[config.mk]
export PLATFORM = sky130hd
export DESIGN_NAME = yrm_front
export DESIGN_NICKNAME = d
export VERILOG_FILES = /design/src/yrm_pkg.sv /design/src/yrm_front.sv
export SDC_FILE = /design/constraint.sdc
export NUM_CORES = 1
export LEC_CHECK = 0
export BUFFER_PORTS_ARGS = -buffer_cell sky130_fd_sc_hd__buf_2
export CAP_MARGIN = 20
export CORE_MARGIN = 3
export CORE_UTILIZATION = 42
export CTS_CLUSTER_DIAMETER = 30
export DETAILED_ROUTE_END_ITERATION = 8
export GPL_TIMING_DRIVEN = 0
export HOLD_SLACK_MARGIN = 0.1
export SYNTH_ARGS = -nofsm -noshare
export SYNTH_HDL_FRONTEND = slang
export SYNTH_SLANG_ARGS = --single-unit
[constraint.sdc]
create_clock -name clk -period 8.4 [get_ports clk]
set_clock_uncertainty 0.1 [all_clocks]
set_input_delay 0.84 -clock clk [delete_from_list [all_inputs] [get_ports clk]]
set_output_delay 0.84 -clock clk [all_outputs]
set_load 0.1 [all_outputs]
[src/yrm_pkg.sv]
// package for the yuv422 region mosaic block
// types, sizes, register indices and command codes used by all modules but yrm_ram; no dependencies
package yrm_pkg;

  localparam int MAX_FRAME_WIDTH  = 1024;
  localparam int MAX_FRAME_HEIGHT = 512;
  localparam int MASK_LIMIT       = 2000;

  localparam int LINE_MAX    = MAX_FRAME_WIDTH / 2;
  localparam int FRAME_DEPTH = LINE_MAX * MAX_FRAME_HEIGHT;
  localparam int TILE_DEPTH  = LINE_MAX * ((MAX_FRAME_HEIGHT + 1) / 2);
  localparam int POS_W       = $clog2(FRAME_DEPTH + 1);
  localparam int FADDR_W     = $clog2(FRAME_DEPTH);
  localparam int TADDR_W     = $clog2(TILE_DEPTH);
  localparam int XW          = $clog2(LINE_MAX + 1);
  localparam int YW          = $clog2(MAX_FRAME_HEIGHT + 1);
  localparam int DEN_W       = 11;
  localparam int CFG_W       = 11;
  localparam int NUM_REGS    = 8;
  localparam int IDX_W       = 3;

  localparam logic [IDX_W-1:0] REG_FRAME_WIDTH  = 3'd0;
  localparam logic [IDX_W-1:0] REG_FRAME_HEIGHT = 3'd1;
  localparam logic [IDX_W-1:0] REG_RECT_LEFT    = 3'd2;
  localparam logic [IDX_W-1:0] REG_RECT_TOP     = 3'd3;
  localparam logic [IDX_W-1:0] REG_RECT_WIDTH   = 3'd4;
  localparam logic [IDX_W-1:0] REG_RECT_HEIGHT  = 3'd5;
  localparam logic [IDX_W-1:0] REG_MASK_WIDTH   = 3'd6;
  localparam logic [IDX_W-1:0] REG_MASK_HEIGHT  = 3'd7;

  localparam logic CMD_LOAD  = 1'b0;
  localparam logic CMD_FETCH = 1'b1;

  typedef struct packed {
    logic       command;
    logic       frame_start;
    logic [7:0] in_luma_even;
    logic [7:0] in_chroma_u;
    logic [7:0] in_luma_odd;
    logic [7:0] in_chroma_v;
  } in_t;

  typedef struct packed {
    logic [7:0] out_luma_even;
    logic [7:0] out_chroma_u;
    logic [7:0] out_luma_odd;
    logic [7:0] out_chroma_v;
    logic       last_of_frame;
  } out_t;

  typedef struct packed {
    logic [XW-1:0]    fw;
    logic [YW-1:0]    fh;
    logic [XW-1:0]    x0;
    logic [YW-1:0]    y0;
    logic [XW-1:0]    rw;
    logic [YW-1:0]    rh;
    logic [DEN_W-1:0] mw;
    logic [DEN_W-1:0] mh;
    logic             ok;
  } geo_t;

  typedef struct packed {
    logic               command;
    logic               last;
    logic [FADDR_W-1:0] pos;
    logic               tvalid;
    logic               first;
    logic [TADDR_W-1:0] idx;
    logic [31:0]        pix;
  } job_t;

endpackage

[src/yrm_front.sv]
// front end: accepts requests, tracks raster positions, locates the mosaic tile
// uses yrm_pkg; shares one bit-serial divider across the tile lookups
module yrm_front
  import yrm_pkg::*;
(
  input  logic             clk,
  input  logic             rst_n,
  input  logic             in_push,
  output logic             in_full,
  input  in_t              in_data,
  input  geo_t             geo,
  input  logic [POS_W-1:0] total,
  output logic             jq_push,
  input  logic             jq_full,
  output job_t             jq_data
);
  localparam logic [3:0] F_IDLE = 4'd0;
  localparam logic [3:0] F_POS  = 4'd1;
  localparam logic [3:0] F_D1   = 4'd2;
  localparam logic [3:0] F_D2   = 4'd3;
  localparam logic [3:0] F_D3   = 4'd4;
  localparam logic [3:0] F_D4   = 4'd5;
  localparam logic [3:0] F_MUL  = 4'd6;
  localparam logic [3:0] F_FIN  = 4'd7;
  localparam logic [3:0] F_EMIT = 4'd8;
  localparam int CNT_W = $clog2(POS_W);
  localparam int PW    = 2 * DEN_W;

  logic [3:0]       state_r, state_nxt;
  in_t              item_r, item_nxt;
  logic [POS_W-1:0] lpos_r, lpos_nxt, fpos_r, fpos_nxt;
  logic [FADDR_W-1:0] pos_r, pos_nxt;
  logic             last_r, last_nxt;
  logic [POS_W-1:0] num_r, num_nxt;
  logic [DEN_W-1:0] den_r, den_nxt, rem_r, rem_nxt;
  logic [CNT_W-1:0] cnt_r, cnt_nxt;
  logic [DEN_W-1:0] my_r, my_nxt, tx_r, tx_nxt, ty_r, ty_nxt, tpr_r, tpr_nxt;
  logic             lxz_r, lxz_nxt, lyz_r, lyz_nxt;
  logic [PW-1:0]    p1_r, p1_nxt, p2_r, p2_nxt;
  logic             tvalid_r, tvalid_nxt, first_r, first_nxt;
  logic [TADDR_W-1:0] idx_r, idx_nxt;

  logic [DEN_W:0]   sh;
  logic             ge;
  logic [DEN_W-1:0] r_step;
  logic [POS_W-1:0] q_step;
  logic             div_done;
  logic [POS_W-1:0] pos_c, pos_inc;
  logic             inr;
  logic [PW:0]      idx_w;
  logic [DEN_W:0]   th;

  always_comb begin
    sh       = {rem_r, num_r[POS_W-1]};
    ge       = sh >= {1'b0, den_r};
    r_step   = ge ? DEN_W'(sh - {1'b0, den_r}) : sh[DEN_W-1:0];
    q_step   = {num_r[POS_W-2:0], ge};
    div_done = cnt_r == CNT_W'(POS_W - 1);
  end

  always_comb begin
    state_nxt  = state_r;
    item_nxt   = item_r;
    lpos_nxt   = lpos_r;
    fpos_nxt   = fpos_r;
    pos_nxt    = pos_r;
    last_nxt   = last_r;
    num_nxt    = num_r;
    den_nxt    = den_r;
    rem_nxt    = rem_r;
    cnt_nxt    = cnt_r;
    my_nxt     = my_r;
    tx_nxt     = tx_r;
    ty_nxt     = ty_r;
    tpr_nxt    = tpr_r;
    lxz_nxt    = lxz_r;
    lyz_nxt    = lyz_r;
    p1_nxt     = p1_r;
    p2_nxt     = p2_r;
    tvalid_nxt = tvalid_r;
    first_nxt  = first_r;
    idx_nxt    = idx_r;
    jq_push    = 1'b0;
    pos_c      = '0;
    pos_inc    = '0;
    inr        = 1'b0;
    idx_w      = '0;
    th         = '0;
    if (state_r != F_IDLE && state_r != F_POS && state_r != F_MUL &&
        state_r != F_FIN && state_r != F_EMIT) begin
      num_nxt = q_step;
      rem_nxt = r_step;
      cnt_nxt = cnt_r + 1'b1;
    end
    case (state_r)
      F_IDLE: begin
        if (in_push) begin
          item_nxt  = in_data;
          state_nxt = F_POS;
        end
      end
      F_POS: begin
        pos_c = item_r.frame_start ? '0 : (item_r.command == CMD_FETCH ? fpos_r : lpos_r);
        if (pos_c >= total) pos_c = '0;
        pos_inc  = pos_c + 1'b1;
        last_nxt = pos_inc >= total;
        if (item_r.command == CMD_FETCH) fpos_nxt = last_nxt ? '0 : pos_inc;
        else lpos_nxt = last_nxt ? '0 : pos_inc;
        pos_nxt   = pos_c[FADDR_W-1:0];
        num_nxt   = pos_c;
        den_nxt   = DEN_W'(geo.fw);
        rem_nxt   = '0;
        cnt_nxt   = '0;
        state_nxt = F_D1;
      end
      F_D1: begin
        if (div_done) begin
          my_nxt = DEN_W'(q_step);
          inr = geo.ok && r_step >= DEN_W'(geo.x0) &&
                r_step < DEN_W'(geo.x0) + DEN_W'(geo.rw) &&
                q_step >= POS_W'(geo.y0) &&
                q_step < POS_W'(geo.y0) + POS_W'(geo.rh);
          num_nxt = POS_W'(r_step - DEN_W'(geo.x0));
          den_nxt = geo.mw;
          rem_nxt = '0;
          cnt_nxt = '0;
          if (inr) begin
            state_nxt = F_D2;
          end else begin
            tvalid_nxt = 1'b0;
            state_nxt  = F_EMIT;
          end
        end
      end
      F_D2: begin
        if (div_done) begin
          tx_nxt    = DEN_W'(q_step);
          lxz_nxt   = r_step == '0;
          num_nxt   = POS_W'(my_r - DEN_W'(geo.y0));
          den_nxt   = geo.mh;
          rem_nxt   = '0;
          cnt_nxt   = '0;
          state_nxt = F_D3;
        end
      end
      F_D3: begin
        if (div_done) begin
          ty_nxt    = DEN_W'(q_step);
          lyz_nxt   = r_step == '0;
          num_nxt   = POS_W'(DEN_W'(geo.rw) + geo.mw - 1'b1);
          den_nxt   = geo.mw;
          rem_nxt   = '0;
          cnt_nxt   = '0;
          state_nxt = F_D4;
        end
      end
      F_D4: begin
        if (div_done) begin
          tpr_nxt   = DEN_W'(q_step);
          state_nxt = F_MUL;
        end
      end
      F_MUL: begin
        p1_nxt    = ty_r * geo.mh;
        p2_nxt    = ty_r * tpr_r;
        state_nxt = F_FIN;
      end
      F_FIN: begin
        th         = (DEN_W + 1)'(geo.rh) - (DEN_W + 1)'(p1_r);
        idx_w      = {1'b0, p2_r} + (PW + 1)'(tx_r);
        tvalid_nxt = th >= (DEN_W + 1)'(2) && geo.mh >= DEN_W'(2) &&
                     idx_w < (PW + 1)'(TILE_DEPTH);
        first_nxt  = lxz_r && lyz_r;
        idx_nxt    = idx_w[TADDR_W-1:0];
        state_nxt  = F_EMIT;
      end
      F_EMIT: begin
        if (!jq_full) begin
          jq_push   = 1'b1;
          state_nxt = F_IDLE;
        end
      end
      default: state_nxt = F_IDLE;
    endcase
  end

  always_ff @(posedge clk) begin
    if (!rst_n) begin
      state_r <= F_IDLE;
      lpos_r  <= '0;
      fpos_r  <= '0;
    end else begin
      state_r <= state_nxt;
      lpos_r  <= lpos_nxt;
      fpos_r  <= fpos_nxt;
    end
    item_r   <= item_nxt;
    pos_r    <= pos_nxt;
    last_r   <= last_nxt;
    num_r    <= num_nxt;
    den_r    <= den_nxt;
    rem_r    <= rem_nxt;
    cnt_r    <= cnt_nxt;
    my_r     <= my_nxt;
    tx_r     <= tx_nxt;
    ty_r     <= ty_nxt;
    tpr_r    <= tpr_nxt;
    lxz_r    <= lxz_nxt;
    lyz_r    <= lyz_nxt;
    p1_r     <= p1_nxt;
    p2_r     <= p2_nxt;
    tvalid_r <= tvalid_nxt;
    first_r  <= first_nxt;
    idx_r    <= idx_nxt;
  end

  assign in_full = state_r != F_IDLE;

  always_comb begin
    jq_data.command = item_r.command;
    jq_data.last    = last_r;
    jq_data.pos     = pos_r;
    jq_data.tvalid  = tvalid_r;
    jq_data.first   = first_r;
    jq_data.idx     = idx_r;
    jq_data.pix     = {item_r.in_luma_even, item_r.in_chroma_u,
                       item_r.in_luma_odd, item_r.in_chroma_v};
  end
endmodule

Word-level counts from Yosys, hierarchy flattened
Cells that the tools add are included.

storage, ports and cells
  flip-flop bits (word level) = 240
  input port bits = 140

cells by class
  equal/unequal tests = 21
  multiply operators = 2
  order comparisons = 10
  bitwise logic cells = 1
  add/subtract/negate cells = 11
  muxes and demuxes = 33
  reductions and logical operators = 28

operators with widths
  cell                   count
  $mux 19                9
  $pmux 19 s4            1
  $mux 11                5
  $ge 19x19->1           2
  $pmux 4 s9             1
  $pmux 11 s3            1
  $mux 4                 7
  $sub 11x10->12         2
  $add 22x11->23         1
  $lt 23x18->1 const B   1
  $add 10x10->11         2
  $mul 11x11->22         1
  $pmux 11 s2            1
  $add 19x1->19 const B  1
  $ge 19x10->1           1
  $lt 19x11->1           1
  $eq 4x3->1 const B     4
  $ne 2x2->1 const B     7
  $reduce_and 2->1       7
  $sub 12x1->13 const B  1
  $add 10x11->12         1
  $ge 12x11->1           1
  $ge 12x2->1 const B    1
  $mul 11x11->12         1
  other kinds (29)       46

Logic depth before layout (Yosys ltp)
  depth in word-level cells = 10
  mapped depth = 31
  depth with buffers taken out = 27

Least setup slack after synthesis
OpenSTA, ideal clock, no wires.

  path kind = register to register
  start point = register item_r[32] in the netlist's numbering
  end point = register lpos_r[10]
  setup time = 0.075 ns
  arrival time = 6.053 ns
  period minus slack after synthesis = 6.227 ns
  setup slack = 2.173 ns
  cell stages (with the launch flop) = 31
  required time = 8.225 ns
  cells stage by stage = edfxtp_1 clkbuf_1 clkbuf_1 clkbuf_1 nor2_1 ha_1 a21oi_1 o21ai_0 a21oi_1 nor3_1 o31ai_1 nand2_1 nor2_1 ha_1 nand3_1 or2_1 clkbuf_1 nor2_1 xor2_1 nand2_1 inv_1 ha_1 a21o_1 a21o_1 a21o_1 a211oi_1 nor2_1 o31ai_2 nand4b_1 clkbuf_1 o21ai_0

between the ends
  word-level cells in the longest chain between the ends = 7

RTL lines
  element                   RTL line          source
  start: declaration        yrm_front.sv:30   in_t item_r, item_nxt;
  start signal: assignment  yrm_front.sv:197  item_r <= item_nxt;
  $mux 19 (*)               yrm_front.sv:103  pos_c = item_r.frame_start ? '0 : (item_r.command == CMD_FETCH ? fpos_r : lpos_r);
  $ge 19x19->1              yrm_front.sv:104  if (pos_c >= total) pos_c = '0;
  $mux 19 (*)               yrm_front.sv:104
  $mux 19 (*)               yrm_front.sv:95   case (state_r)
  $add 19x1->19 (*)         yrm_front.sv:105  pos_inc = pos_c + 1'b1;
  $ge 19x19->1              yrm_front.sv:106  last_nxt = pos_inc >= total;
  $mux 19 (*)               yrm_front.sv:108  else lpos_nxt = last_nxt ? '0 : pos_inc;
  end signal: assignment    yrm_front.sv:194  lpos_r <= lpos_nxt;
  end: declaration          yrm_front.sv:31   logic [POS_W-1:0] lpos_r, lpos_nxt, fpos_r, fpos_nxt;

Mark *: on every way between the ends. The rest lies on a longest branch, timed or not. The select of a mux whose other input is x is not followed.
A chain may end at the register's enable or synchronous reset.

Final worst setup path
Same ends and word-level chain as after synthesis.

==> out/results.tsv <==
metric	value	unit
power_switching	1.77	mW
vias_per_cell	5.32	
dr.pass1.iters	6	
p_leak	11.8	nW
ys_types	74	
slowest_stage	edfxtp_1	
required	8.82	ns
start_util	42.9	%
syn_area_per_cell	9.31	µm²
dieWidth	231	µm
arrival	8.25	ns
drt-total-wl	59900	µm
drc_errors	0	
grt_max_degree	33	
slowest_delay	0.54	ns
syn2layout_area_growth	18.6	%
fp-row-count	81	
cts_tree	built	
ys_ff_latch	240	
yosys_most_used_dff	edfxtp_1	
overflow	0	
layout-drive-gt1-share	14.8	%
gp_congestion	0.926	
ys_seq_area_share	30.4	%
synth_edf_count	163	
design.core.area	49400	µm²
clkLatencyLatePin	0.60	ns
synth_top_cell_by_area	edfxtp_1	
finish.utilization	50.9	%
htree_levels	2	
pin_count	213	
port_buffers	200	
critPathLaunchType	register	
wire_per_inst	18.4	µm
rsz0062_at_grt	false	
clockPowerShare	42.6	%
ir_drop	0.000191	V
final_common_cell	inv_1	
critPathKind	register to register	
max-clock-path-buffers	3	
syn_inst	2276	
cts_buffers	57	
yosys_warnings	0	
cts_root_buf	clkbuf_16	
path_clk_slew	0.05	ns
p_int	3.31	mW
track_usage	22.3	%
pwr_density_cell	202	nW/µm²
slew-limit-headroom	32.1	%
synth_top_area_share	23.1	%
dieArea	53200	µm²
drv_cap	0	
crit_fanout	10	
fin_crit_sh	93.3	%
power_frac_seq	27.2	%
vias	17300	
synth.area.top_cells	edfxtp_1, ha_1, fa_1	
final_cells	3259	
grt_pass1_vias	17500	
hold_violations	0	
syn_nets	2797	
outcome	completed	
min_period	7.84	ns
final_net_count	3066	
final_cell_mix	inv_1, nand2_1, ha_1, buf_2, edfxtp_1	
fmax	0.128	GHz
dp.cells	3144	
grt_pass1_wl	93600	µm
swShare	34.9	%
setup_viol	0	
antenna_found_initial	2	
die_h	231	µm
async_reset_ff_share	0	%
tightest_slew	1.02	ns
drt-initial-drc-count	1071	
cts_sinks	240	
hpwlAfterDp	47800	µm
drv_slew	0	
synth_area	21200	µm²
hold_path_class	primary input to register	
finalPower	5.08	mW
cp-end-kind	register	
comb_power_share	30.2	%
drtAntennaViolNets	0	
[area by class of cell]
cell class / instances / area (µm²)
clock inverter: 47 / 467
antenna: 1 / 2.50
fill: 4638 / 24200
inverter: 300 / 1130
clock buffer: 61 / 1470
sequential: 240 / 6440
timing repair buffer: 211 / 1130
buffer: 111 / 571
multi-input combinational: 1624 / 13100
tap: 664 / 831
[through the flow]
stage	hold WS (ns)	TNS, ns	area (µm²)	worst slack [ns]
detailed placement	0.341	-3.62	23100	-0.228
floorplan	0.324	0	21200	2.17
CTS	0.273	0	25000	0.0805
finish	0.315	0	25100	0.565
global route	0.295	0	25100	0.123
global placement	0.334	-3.94	23000	-0.216
[state kept, by name, indices dropped and copies added, names as in the netlist, 12 cells and up]
name,count
jq_data,33
p2_r,22
fpos_r,19
lpos_r,19
num_r,19
pos_r,18
idx_r,17
p1_r,12
[cell usage after synthesis, drive strengths merged (12+ instances only)]
| cell type | n |
|---|---|
| nor3 | 47 |
| and2 | 85 |
| buf | 45 |
| nor2b | 19 |
| clkbuf | 67 |
| o21bai | 13 |
| nand2 | 274 |
| o21a | 19 |
| nor2 | 118 |
| mux2i | 30 |
| inv | 300 |
| a22o | 12 |
| edfxtp | 163 |
| xor2 | 44 |
| nor4 | 12 |
| nand4 | 18 |
| dfxtp | 77 |
| fa | 127 |
| nand3 | 37 |
| nand2b | 12 |
| and3 | 18 |
| o21ai | 104 |
| a211oi | 22 |
| ha | 254 |
| a21oi | 108 |
| xnor2 | 84 |
| a21o | 40 |
[worst max-delay path: cells and delay by family (launching register included)]
kind | cells | cell delay, ns
AND/OR/NAND/NOR | 10 | 2.23
AO/OA/AOI/OAI | 10 | 2.21
buffers and inverters | 7 | 1.61
adder cells (fa/ha/maj) | 3 | 0.88
flip-flops | 1 | 0.54
XOR/XNOR | 1 | 0.16
[cell families (layout without fill, tap and decap cells)]
logic type / Yosys count / in the layout / synth area share [%]
compound gates: 410 / 410 / 12.5
xor+xnor: 128 / 128 / 5.29
fa+ha+maj: 381 / 381 / 27.0
buf+inv: 412 / 730 / 8.01
flops: 240 / 240 / 30.4
mux: 34 / 34 / 1.65
other cells: 0 / 1 / 0
simple gates: 671 / 671 / 15.2
[power groups by stage]
stage / sequential (mW) / clock (mW) / combinational [mW]
after CTS: 1.38 / 2.20 / 1.52
after floorplan: 1.44 / 0 / 1.10
final: 1.38 / 2.16 / 1.53
after global routing: 1.39 / 2.27 / 1.69
after global placement: 1.40 / 0 / 1.48
after detailed placement: 1.41 / 0 / 1.51
[repair_timing]
item,in CTS,in global routing
hold buffers,0,0
setup buffers,0,4
resized for setup,2,3
endpoints found under the setup margin,20,36
pin swaps,0,2
[worst paths after layout]
check              startpoint    endpoint  slack, ns  cells after the start
setup reg to reg   item_r[32]  lpos_r[10]       0.56                     31
setup / recovery   item_r[32]  lpos_r[10]       0.56                     31
hold reg to reg    fpos_r[16]  fpos_r[16]       0.35                      2
hold / removal    in_data[32]  item_r[32]       0.32                      1
[metal layers]
metal  track usage, %  share of wire [%]
met4             7.83                3.1
met1             29.5                 44
met5                0                  0
met3             3.10                5.0
met2             37.6                 48
Note: power is estimated with default switching activity, not from simulation.
