===== config.mk =====
export PLATFORM = sky130hd
export DESIGN_NAME = yrm_jobq
export DESIGN_NICKNAME = d
export VERILOG_FILES = /design/src/yrm_pkg.sv /design/src/yrm_jobq.sv
export SDC_FILE = /design/constraint.sdc
export NUM_CORES = 1
export LEC_CHECK = 0
export BUFFER_PORTS_ARGS = -buffer_cell sky130_fd_sc_hd__buf_2
export CELL_PAD_IN_SITES_DETAIL_PLACEMENT = 0
export CELL_PAD_IN_SITES_GLOBAL_PLACEMENT = 1
export CORE_UTILIZATION = 48
export DETAILED_ROUTE_END_ITERATION = 16
export PLACE_DENSITY_LB_ADDON = 0.1
export SYNTH_ARGS = -nofsm -noshare
export SYNTH_HDL_FRONTEND = slang
export SYNTH_SLANG_ARGS = --single-unit

===== constraint.sdc =====
create_clock -name clk -period 6.9 [get_ports clk]
set_clock_uncertainty 0.1 [all_clocks]
set_input_delay 1.38 -clock clk [delete_from_list [all_inputs] [get_ports clk]]
set_output_delay 1.38 -clock clk [all_outputs]
set_load 0.03 [all_outputs]

===== src/yrm_pkg.sv =====
// package for the yuv422 region mosaic block
// types, sizes, register indices and command codes used by all modules but yrm_ram; no dependencies
package yrm_pkg;

  localparam int MAX_FRAME_WIDTH  = 1024;
  localparam int MAX_FRAME_HEIGHT = 512;
  localparam int MASK_LIMIT       = 2000;

  localparam int LINE_MAX    = MAX_FRAME_WIDTH / 2;
  localparam int FRAME_DEPTH = LINE_MAX * MAX_FRAME_HEIGHT;
  localparam int TILE_DEPTH  = LINE_MAX * ((MAX_FRAME_HEIGHT + 1) / 2);
  localparam int POS_W       = $clog2(FRAME_DEPTH + 1);
  localparam int FADDR_W     = $clog2(FRAME_DEPTH);
  localparam int TADDR_W     = $clog2(TILE_DEPTH);
  localparam int XW          = $clog2(LINE_MAX + 1);
  localparam int YW          = $clog2(MAX_FRAME_HEIGHT + 1);
  localparam int DEN_W       = 11;
  localparam int CFG_W       = 11;
  localparam int NUM_REGS    = 8;
  localparam int IDX_W       = 3;

  localparam logic [IDX_W-1:0] REG_FRAME_WIDTH  = 3'd0;
  localparam logic [IDX_W-1:0] REG_FRAME_HEIGHT = 3'd1;
  localparam logic [IDX_W-1:0] REG_RECT_LEFT    = 3'd2;
  localparam logic [IDX_W-1:0] REG_RECT_TOP     = 3'd3;
  localparam logic [IDX_W-1:0] REG_RECT_WIDTH   = 3'd4;
  localparam logic [IDX_W-1:0] REG_RECT_HEIGHT  = 3'd5;
  localparam logic [IDX_W-1:0] REG_MASK_WIDTH   = 3'd6;
  localparam logic [IDX_W-1:0] REG_MASK_HEIGHT  = 3'd7;

  localparam logic CMD_LOAD  = 1'b0;
  localparam logic CMD_FETCH = 1'b1;

  typedef struct packed {
    logic       command;
    logic       frame_start;
    logic [7:0] in_luma_even;
    logic [7:0] in_chroma_u;
    logic [7:0] in_luma_odd;
    logic [7:0] in_chroma_v;
  } in_t;

  typedef struct packed {
    logic [7:0] out_luma_even;
    logic [7:0] out_chroma_u;
    logic [7:0] out_luma_odd;
    logic [7:0] out_chroma_v;
    logic       last_of_frame;
  } out_t;

  typedef struct packed {
    logic [XW-1:0]    fw;
    logic [YW-1:0]    fh;
    logic [XW-1:0]    x0;
    logic [YW-1:0]    y0;
    logic [XW-1:0]    rw;
    logic [YW-1:0]    rh;
    logic [DEN_W-1:0] mw;
    logic [DEN_W-1:0] mh;
    logic             ok;
  } geo_t;

  typedef struct packed {
    logic               command;
    logic               last;
    logic [FADDR_W-1:0] pos;
    logic               tvalid;
    logic               first;
    logic [TADDR_W-1:0] idx;
    logic [31:0]        pix;
  } job_t;

endpackage


===== src/yrm_jobq.sv =====
// two-entry request queue between front and back
// uses yrm_pkg
module yrm_jobq
  import yrm_pkg::*;
(
  input  logic clk,
  input  logic rst_n,
  input  logic push,
  input  job_t push_data,
  output logic full,
  input  logic pop,
  output logic empty,
  output job_t head
);
  job_t       ent_r [2];
  logic       wp_r, rp_r;
  logic [1:0] cnt_r;

  always_ff @(posedge clk) begin
    if (!rst_n) begin
      wp_r  <= 1'b0;
      rp_r  <= 1'b0;
      cnt_r <= '0;
    end else begin
      if (push) wp_r <= ~wp_r;
      if (pop) rp_r <= ~rp_r;
      cnt_r <= cnt_r + {1'b0, push} - {1'b0, pop};
    end
    if (push) ent_r[wp_r] <= push_data;
  end

  assign full  = cnt_r == 2'd2;
  assign empty = cnt_r == 2'd0;
  assign head  = ent_r[rp_r];
endmodule


# Yosys cells after proc, flatten, opt, wreduce, memory -nomap -nowiden
# Memory sizes are Yosys's and may differ from the RTL's. A register that Yosys moved wholly into a read port is not among the register bits.
# Cells that the tools add are included.
# Widths: inputs -> output; s select.
# word_totals
out_inout_bits,73
reg_bits,4
mem_count,1
ram_bits,142
# classes
mux,4
reduce_logical,1
n_addsub,2
bitwise,2
n_eq_ne,1
# memory_table
memory,words,word_bits,read_ports,rd_ports_with_merged_regs,wr,line_no,text
ent_r,2,71,1,1,1,yrm_jobq.sv:15,job_t ent_r [2];
# ops
cell,count
$mux 1,4
$add 2x1->2,1
$eq 2x2->1 const B,1
$logic_not 2->1,1
$not 1->1,2
$sub 2x1->2,1

# Longest topological paths before layout
# Gate-level depths: netlist of the first run.
# depth
word_depth,3
mapped_depth,6
mapped_depth_nobuf,6

# Worst setup path before layout of the first run
# OpenSTA, ideal clock, no wires.
# synth_timing
path_type,input to register
start,input port push
end,"memory ent_r[0][0] (netlist bit), enable pin"
setup_time_ps,510
slack_ps,1766
stages,1
arrival_time_ps,4524
path_buffers,0
cell_sequence,nor2b_1
# synth_via
elab_chain_len,2
# synth_lines
item,line_no,text
start: declaration,yrm_jobq.sv:8,"input logic push,"
$mux 1,yrm_jobq.sv:29,if (push) ent_r[wp_r] <= push_data;
$mux 1 (not written as such),yrm_jobq.sv:29,
end: declaration,yrm_jobq.sv:15,
# No other way between the ends.

==> impl_metrics.yaml, run 1 <==
route:
  ant_nets: 0
  routedWlPerCell_um: 15.9
  drtPass1Iterations: 10
  drtIter0Drc: 152
  drc_errors: 18
  drt-total-wl_um: 8890
  vias_per_cell: 4.85
  via_count: 2705
clocking:
  numCtsBuffers: 17
  h-tree-depth: 4
  clock-sinks: 147
  cts_resized: 0
  postCtsSetupBuffers: 0
  clkTransAtPathRegs_ps: 50
  clockBufferDepth: 2
  cts_root_buffer: "clkbuf_16"
  holdBufCountCts: 0
  clk_latency_ps: 410
  cts_tree: "done"
min_path:
  min_from: "rp_r$_SDFFE_PN0P_"
  min_path_cells: 2
  hp-class: "flip-flop to flip-flop"
timing:
  finalSetupViolCount: 0
  rsz0062_at_grt: "false"
  relSlewSlack: 0.289
  fin_crit_ps: 3860
  hold_viol: 0
  slew_violations: 0
  tightest_slew_ps: 1070
  min_period_over_period: 0.560
  fmax_ghz: 0.259
  setup_slack_ps: 3040
  finalSetupTns_ps: 0
logic_synthesis:
  netlist_area_sq_um: 5700
  synthDistinctLibCells: 14
  synthCells: 242
  seq_area_frac_synth: 0.765
  yosysWarnings: 0
  synth_nets: 319
  avgSynthCellArea_sq_um: 23.6
  synth-seq-cells: 147
setup_path:
  timing.reg2reg.setup_slack_ps: 4700
  criticalPathCategory: "flip-flop to output pin"
  r2r-start: "wp_r$_SDFFE_PN0P_"
  rr_endpoint: "ent_r[0][69]$_DFFE_PP_"
  cp.arrival_ps: 2380
  endpoint_kind: "output pin"
  worst_setup_path_start_kind: "flip-flop"
  cp_data_required_time_ps: 5420
  rr_worst_depth: 2
  cp_max_fo: 57
layout:
  drive_gt1_frac: 0.593
  n_antenna_cell: 0
  syn2layout_area_growth_pct: 22.5
  nets: 479
power:
  ir_drop_mv: 0.184
  power_density_nw_per_um2: 302
  power.leakage_uw: 0.00281
global_route:
  grt_pass1_vias: 2683
  antenna_found_initial: 0
  grt_pass1_wl_um: 13900
  grt_max_degree: 72
  gr-total-overflow: 0
  grt_usage: 0.157
outcome:
  violations: "design-rule violations"
  status: "finished with violations"
floorplan:
  start_util: 0.495
  num_io_pins: 148
  row_count: 39
  die_w_um: 111
  die_h_um: 111
  die-area_sq_um: 12300
  core-area_sq_um: 11500
placed_design:
  place_ws_ps: 3420
  routabilityCongestion: 0.685
  io_buffers: 147
run:
  drv_cap: 0
[metrics by stage]
stage	total power (uW)	utilization	hold slack, ps	cell area [sq um]	cells
2_1_floorplan	1310	-	455	5700	242
5_1_grt	2190	0.606	513	6980	558
3_5_place_dp	1380	0.564	471	6490	526
4_1_cts	2130	0.606	485	6980	558
6_report	2110	0.606	479	6980	558
3_3_place_gp	1370	0.564	462	6490	526
[where the power goes]
part	leakage (uW)	switching [uW]	internal, uW
Clock	0.000244	308	452
Combinational	0.00119	175	126
Sequential	0.00137	16.7	1030
Total	0.00281	500	1610
[cell usage in the layout (no fill, tap or decap)]
| cell type | count |
|---|---|
| buf_2 | 147 |
| dfxtp_4 | 1 |
| xnor3_1 | 1 |
| nor2_1 | 1 |
| nor2b_4 | 1 |
| ha_1 | 2 |
| and2_4 | 1 |
| edfxtp_1 | 142 |
| inv_1 | 2 |
| clkbuf_1 | 7 |
| mux2_4 | 70 |
| xor2_1 | 1 |
| dfxtp_1 | 4 |
| clkbuf_16 | 17 |
| mux2_2 | 1 |
| and2_1 | 3 |
| buf_4 | 2 |
| nor2b_1 | 3 |
| o21a_1 | 1 |
| clkinv_2 | 6 |
| clkinv_1 | 2 |
[critical path, cell delays in order (launching register included)]
cell     delay (ps)
dfxtp_4         510
buf_4           850
mux2_4          360
buf_2           180
[logic make-up after synthesis]
kind of cell,Yosys count,share of synthesized area
buffers and inverters,10,0.0279
AND/OR/NAND/NOR,9,0.00943
XOR/XNOR,2,0.00548
adder cells (fa/ha/maj),2,0.00439
AO/OA/AOI/OAI,1,0.00132
multiplexers,71,0.186
flip-flops,147,0.765
[area by class of cell]
type | count | area (sq um)
clock buffer | 24 | 452
multi-input combinational | 85 | 1190
tap | 143 | 179
clock inverter | 8 | 37.5
inverter | 2 | 7.51
sequential | 147 | 4370
fill | 856 | 4530
timing repair buffer | 149 | 751
[synth_stat cells (all sizes together)]
| cell type | n | share of area |
|---|---|---|
| nor2b | 4 | 0.0044 |
| mux2 | 71 | 0.19 |
| nor2 | 1 | 0.00066 |
| buf | 8 | 0.027 |
| and2 | 4 | 0.0044 |
| xor2 | 1 | 0.0015 |
| xnor3 | 1 | 0.0039 |
| dfxtp | 5 | 0.018 |
| inv | 2 | 0.0013 |
| edfxtp | 142 | 0.75 |
| o21a | 1 | 0.0013 |
| ha | 2 | 0.0044 |
[routing by layer]
metal | vias up | GRT usage | wire length [um] | share of wire
li1 | 1274 | - | - | -
met1 | 1313 | 0.191 | 3730 | 0.42
met2 | 99 | 0.242 | 4280 | 0.48
met3 | 19 | 0.0607 | 665 | 0.075
met4 | 0 | 0.0822 | 219 | 0.025
met5 | - | 0 | 0 | 0
[sequential cells by signal (all words and copies together), names as in the netlist, named ones only]
register and cells:
cnt_r 2, ent_r 142, rp_r 1, wp_r 1
[worst max-delay path by stage]
stage	from	to	slack [ps]	cells after the start
3_3_place_gp	flip-flop	head[22]	3430	3
4_1_cts	flip-flop	head[22]	2980	3
3_5_place_dp	push	ent_r[0][11]$_DFFE_PP_	3420	3
2_1_floorplan	push	ent_r[0][0]$_DFFE_PP_	1770	1
5_1_grt	flip-flop	head[22]	2910	3
6_report	flip-flop	head[9]	3040	3
No activity file was read; power rests on OpenSTA's default activity.
==> run 2: changes to the inputs <==
--- a/config.mk
+++ b/config.mk
@@ -8,7 +8,7 @@
 export BUFFER_PORTS_ARGS = -buffer_cell sky130_fd_sc_hd__buf_2
 export CELL_PAD_IN_SITES_DETAIL_PLACEMENT = 0
 export CELL_PAD_IN_SITES_GLOBAL_PLACEMENT = 1
-export CORE_UTILIZATION = 48
+export CORE_UTILIZATION = 45
 export DETAILED_ROUTE_END_ITERATION = 16
 export PLACE_DENSITY_LB_ADDON = 0.1
 export SYNTH_ARGS = -nofsm -noshare
==> constraint.sdc (replaced) <==
create_clock -name clk -period 3.85 [get_ports clk]
set_clock_uncertainty 0.1 [all_clocks]
set_input_delay 0.77 -clock clk [delete_from_list [all_inputs] [get_ports clk]]
set_output_delay 0.77 -clock clk [all_outputs]
set_load 0.03 [all_outputs]
==> run 2 against run 1 <==
Compared with the run above:
- the flow now finishes without violations
- final cell count is 3.9% higher
- design area is 0.47% higher
- register-to-register slack worse by 2700 ps
- sequential share of layout area is 0.29 points lower
- total power is 78% higher
==> impl_metrics.yaml, run 2 (synthesized netlist as in run 1, its figures left out) <==
outcome:
  status: "complete, no violations"
timing:
  setup_slack_ps: 950
  fmax_ghz: 0.345
  min_period_over_period: 0.753
  finalSetupTns_ps: 0
  tightest_slew_ps: 996
  rsz0062_at_grt: "false"
  relSlewSlack: 0.336
  hold_viol: 0
  finalSetupViolCount: 0
  fin_crit_ps: 2900
  slew_violations: 0
global_route:
  grt_usage: 0.154
  grt_max_degree: 72
  grt_pass1_wl_um: 14100
  grt_pass1_vias: 2697
  antenna_found_initial: 3
  gr-total-overflow: 0
layout:
  drive_gt1_frac: 0.591
  regMostFlops: "ent_r"
  n_fill_cell: 965
  syn2layout_area_growth_pct: 23.0
  largest_reg_flops: 142
  mostFrequentLayoutCells: "buf_2 (147), edfxtp_1 (142), mux2_4 (70)"
  mostFrequentLayoutCell: "buf_2"
  design_area_sq_um: 7020
  reg.largest.list: "ent_r: 142 flops, cnt_r: 2 flops"
  nets: 481
  stdcell_count: 580
power:
  p_sw_uw: 882
  pwr-share-clk: 0.353
  p_total_uw: 3760
  p_sw_frac: 0.235
  power.share.sequential: 0.503
  p_int_uw: 2870
  power_density_nw_per_um2: 535
  ir_drop_mv: 0.271
  combPwrFrac: 0.143
  power.leakage_uw: 0.00280
route:
  vias_per_cell: 4.62
  via_count: 2680
  routedWlPerCell_um: 16.4
  drc_errors: 0
  drt-total-wl_um: 9530
  drtIter0Drc: 146
  ant_nets: 0
  drtPass1Iterations: 4
min_path:
  min_to: "ent_r[0][39]$_DFFE_PP_"
  min_path_cells: 1
  min_from: "push_data[39]"
  hp-class: "primary input to flip-flop"
clocking:
  clockBufferDepth: 2
  clk_latency_ps: 410
  holdBufCountCts: 0
  cts_resized: 0
  clock-sinks: 147
  h-tree-depth: 4
  postCtsSetupBuffers: 0
  cts_tree: "done"
  clkTransAtPathRegs_ps: 50
  numCtsBuffers: 17
  cts_root_buffer: "clkbuf_16"
setup_path:
  timing.reg2reg.setup_slack_ps: 2040
  cp.arrival_ps: 2030
  r2r-start: "wp_r$_SDFFE_PN0P_"
  cp_max_fo: 27
  endpoint_kind: "output pin"
  criticalPathCategory: "flip-flop to output pin"
  rr_endpoint: "ent_r[0][26]$_DFFE_PP_"
  rr_worst_depth: 2
  worst_setup_path_start_kind: "flip-flop"
  cp_data_required_time_ps: 2980
placed_design:
  routabilityCongestion: 0.691
  dp.cells: 553
  place_ws_ps: 1350
  place_area_sq_um: 6550
  io_buffers: 147
floorplan:
  core-area_sq_um: 12200
  die-area_sq_um: 13100
  die_w_um: 115
  start_util: 0.469
  row_count: 40
  num_io_pins: 148
  die_h_um: 115
run:
  drv_cap: 0
[run 2: final cells by class]
class / count / area (sq um) / share of cell area
antenna: 1 / 2.50 / 0.000357
clock buffer: 23 / 448 / 0.0638
clock inverter: 3 / 12.5 / 0.00178
inverter: 2 / 7.51 / 0.00107
multi-input combinational: 85 / 1190 / 0.170
sequential: 147 / 4370 / 0.623
tap: 168 / 210 / 0.0300
timing repair buffer: 151 / 778 / 0.111
[run 2: power by group through the flow]
stage               Sequential (uW)  Combinational, uW  Clock [uW]
floorplan                      1900                432           0
global placement               1920                540           0
detailed placement             1920                544           0
CTS                            1890                546        1360
global route                   1900                571        1420
finish                         1890                538        1330
[run 2: worst max-delay path: stages (launching register included)]
cell and delay, ps:
dfxtp_4 660, buf_4 430, mux2_4 340, buf_2 180
[run 2: layer usage]
metal	track usage	share of wire	up-vias
met2	0.228	0.47	97
met1	0.190	0.43	1293
li1	-	-	1275
met5	0	0.00094	-
met4	0.0814	0.016	2
met3	0.0715	0.083	13
[run 2: how the worst max path moves through the flow]
| stage | end | slack [ps] | cells past startpoint |
|---|---|---|---|
| global placement | head[31] | 1370 | 3 |
| floorplan | ent_r[0][0]$_DFFE_PP_ | 670 | 1 |
| finish | head[31] | 950 | 3 |
| detailed placement | head[9] | 1350 | 3 |
| CTS | head[31] | 910 | 3 |
| global route | head[31] | 850 | 3 |
[run 2: metrics by stage]
stage                      util  hold WS [ps]
final                     0.577           440
after global routing      0.577           424
after CTS                 0.577           427
after detailed placement  0.539           477
after global placement    0.539           467
after floorplan               -           455
==> run 3: changes to the inputs <==
==> constraint.sdc (replaced) <==
create_clock -name clk -period 2.95 [get_ports clk]
set_clock_uncertainty 0.1 [all_clocks]
set_input_delay 0.59 -clock clk [delete_from_list [all_inputs] [get_ports clk]]
set_output_delay 0.59 -clock clk [all_outputs]
set_load 0.03 [all_outputs]
==> run 3 against run 2 <==
Compared with the run above:
- combinational power is 32% higher
- setup slack got worse by 580 ps
- final cell count rose by 1.0%
- design area is 2.2% higher
- global-route usage shrank 0.51 points
- clock-buffer cell count fell by 5
- non-clock buffer count is 1 higher
- via count fell by 0.52%
- critical path depth stayed put
- die area did not move
- routed wire length shrank 3.1%
==> impl_metrics.yaml, run 3 (synthesized netlist as in run 1, its figures left out) <==
floorplan:
  core-area_sq_um: 12200
  die_h_um: 115
  die-area_sq_um: 13100
  num_io_pins: 148
  start_util: 0.469
  die_w_um: 115
  row_count: 40
clocking:
  postCtsSetupBuffers: 0
  clk_latency_ps: 410
  holdBufCountCts: 0
  clock-sinks: 147
  cts_resized: 0
  clkTransAtPathRegs_ps: 60
  clockBufferDepth: 2
  cts_root_buffer: "clkbuf_16"
  numCtsBuffers: 17
  cts_tree: "done"
  h-tree-depth: 4
layout:
  nets: 482
  design_area_sq_um: 7170
  n_fill_cell: 956
  mostFrequentLayoutCell: "buf_2"
  mostFrequentLayoutCells: "buf_2 (147), edfxtp_1 (142), mux2_4 (70)"
  regMostFlops: "ent_r"
  largest_reg_flops: 142
  reg.largest.list: "ent_r: 142 flops, cnt_r: 2 flops"
  n_antenna_cell: 0
  syn2layout_area_growth_pct: 25.8
  drive_gt1_frac: 0.608
timing:
  hold_viol: 0
  finalSetupViolCount: 0
  fin_crit_ps: 2580
  tightest_slew_ps: 513
  finalSetupTns_ps: 0
  relSlewSlack: 0.658
  slew_violations: 0
  min_period_over_period: 0.874
  rsz0062_at_grt: "false"
  fmax_ghz: 0.388
route:
  vias_per_cell: 4.55
  drc_errors: 0
  drtPass1Iterations: 5
  via_count: 2666
  drtIter0Drc: 100
  routedWlPerCell_um: 15.8
  drt-total-wl_um: 9240
  ant_nets: 0
power:
  ir_drop_mv: 0.458
  power_density_nw_per_um2: 731
  power.leakage_uw: 0.00288
setup_path:
  worst_setup_path_start_kind: "flip-flop"
  cp_cell_sequence: "buf_12 > mux2_4 > buf_2"
  cp_top_family: "flip-flops"
  critPathSlowestCell: "dfxtp_4"
  cp_max_fo: 29
  endpoint_kind: "output pin"
  cp.arrival_ps: 1890
  crit_buf_inv: 2
  criticalPathCategory: "flip-flop to output pin"
  r2r-start: "wp_r$_SDFFE_PN0P_"
  max_stage_delay_ps: 630
  cp_data_required_time_ps: 2260
  timing.reg2reg.setup_slack_ps: 1360
run:
  drv_cap: 0
global_route:
  gr-total-overflow: 0
  antenna_found_initial: 0
  grt_max_degree: 73
  grt_pass1_wl_um: 13900
  grt_usage: 0.149
  grt_pass1_vias: 2719
min_path:
  hp-class: "primary input to flip-flop"
  min_from: "push_data[8]"
placed_design:
  dp_hpwl_um: 6000
  place_area_sq_um: 6600
  io_buffers: 147
  routabilityCongestion: 0.714
outcome:
  status: "complete, no violations"
-- run 3: cell types whose count changed in the layout (fill, tap and decap cells not counted), sizes merged --
cell      previous run  this run
buf                151       152
clkinv               3        10
bufinv               0         3
clkinvlp             0         1
clkbuf              23        18
diode                1         0
-- run 3: final cells by class --
type / count / area [sq um] / share of cell area
sequential: 147 / 4370 / 0.609
multi-input combinational: 85 / 1190 / 0.166
timing repair buffer: 152 / 823 / 0.115
clock buffer: 18 / 429 / 0.0598
tap: 168 / 210 / 0.0293
clock inverter: 14 / 144 / 0.0201
inverter: 2 / 7.51 / 0.00105
-- run 3: worst paths after layout --
check                           end  cells past startpoint
min reg2reg               flip-flop                      2
max                        head[30]                      3
min           ent_r[0][8]$_DFFE_PP_                      1
max reg2reg  ent_r[1][24]$_DFFE_PP_                      2
-- run 3: routing by layer --
layer  part of all wire  up-vias  global-route usage
li1                   -     1280                   -
met1               0.39     1281               0.164
met2               0.52       93               0.249
met3              0.076       12              0.0656
met4              0.016        0              0.0701
met5                  0        -                   0
-- run 3: where the power goes --
part	switching [uW]	internal, uW
combinational	406	305
clock	762	1310
sequential	46.6	2420
-- run 3: through the flow --
stage / cells / power [uW] / setup WS, ps / hold slack, ps / utilization
detailed placement: 554 / 3230 / 782 / 465 / 0.543
floorplan: 242 / 3050 / 166 / 455 / -
CTS: 586 / 5300 / 331 / 247 / 0.590
global placement: 554 / 3220 / 787 / 462 / 0.543
global route: 586 / 5430 / 288 / 245 / 0.590
finish: 586 / 5240 / 371 / 264 / 0.590
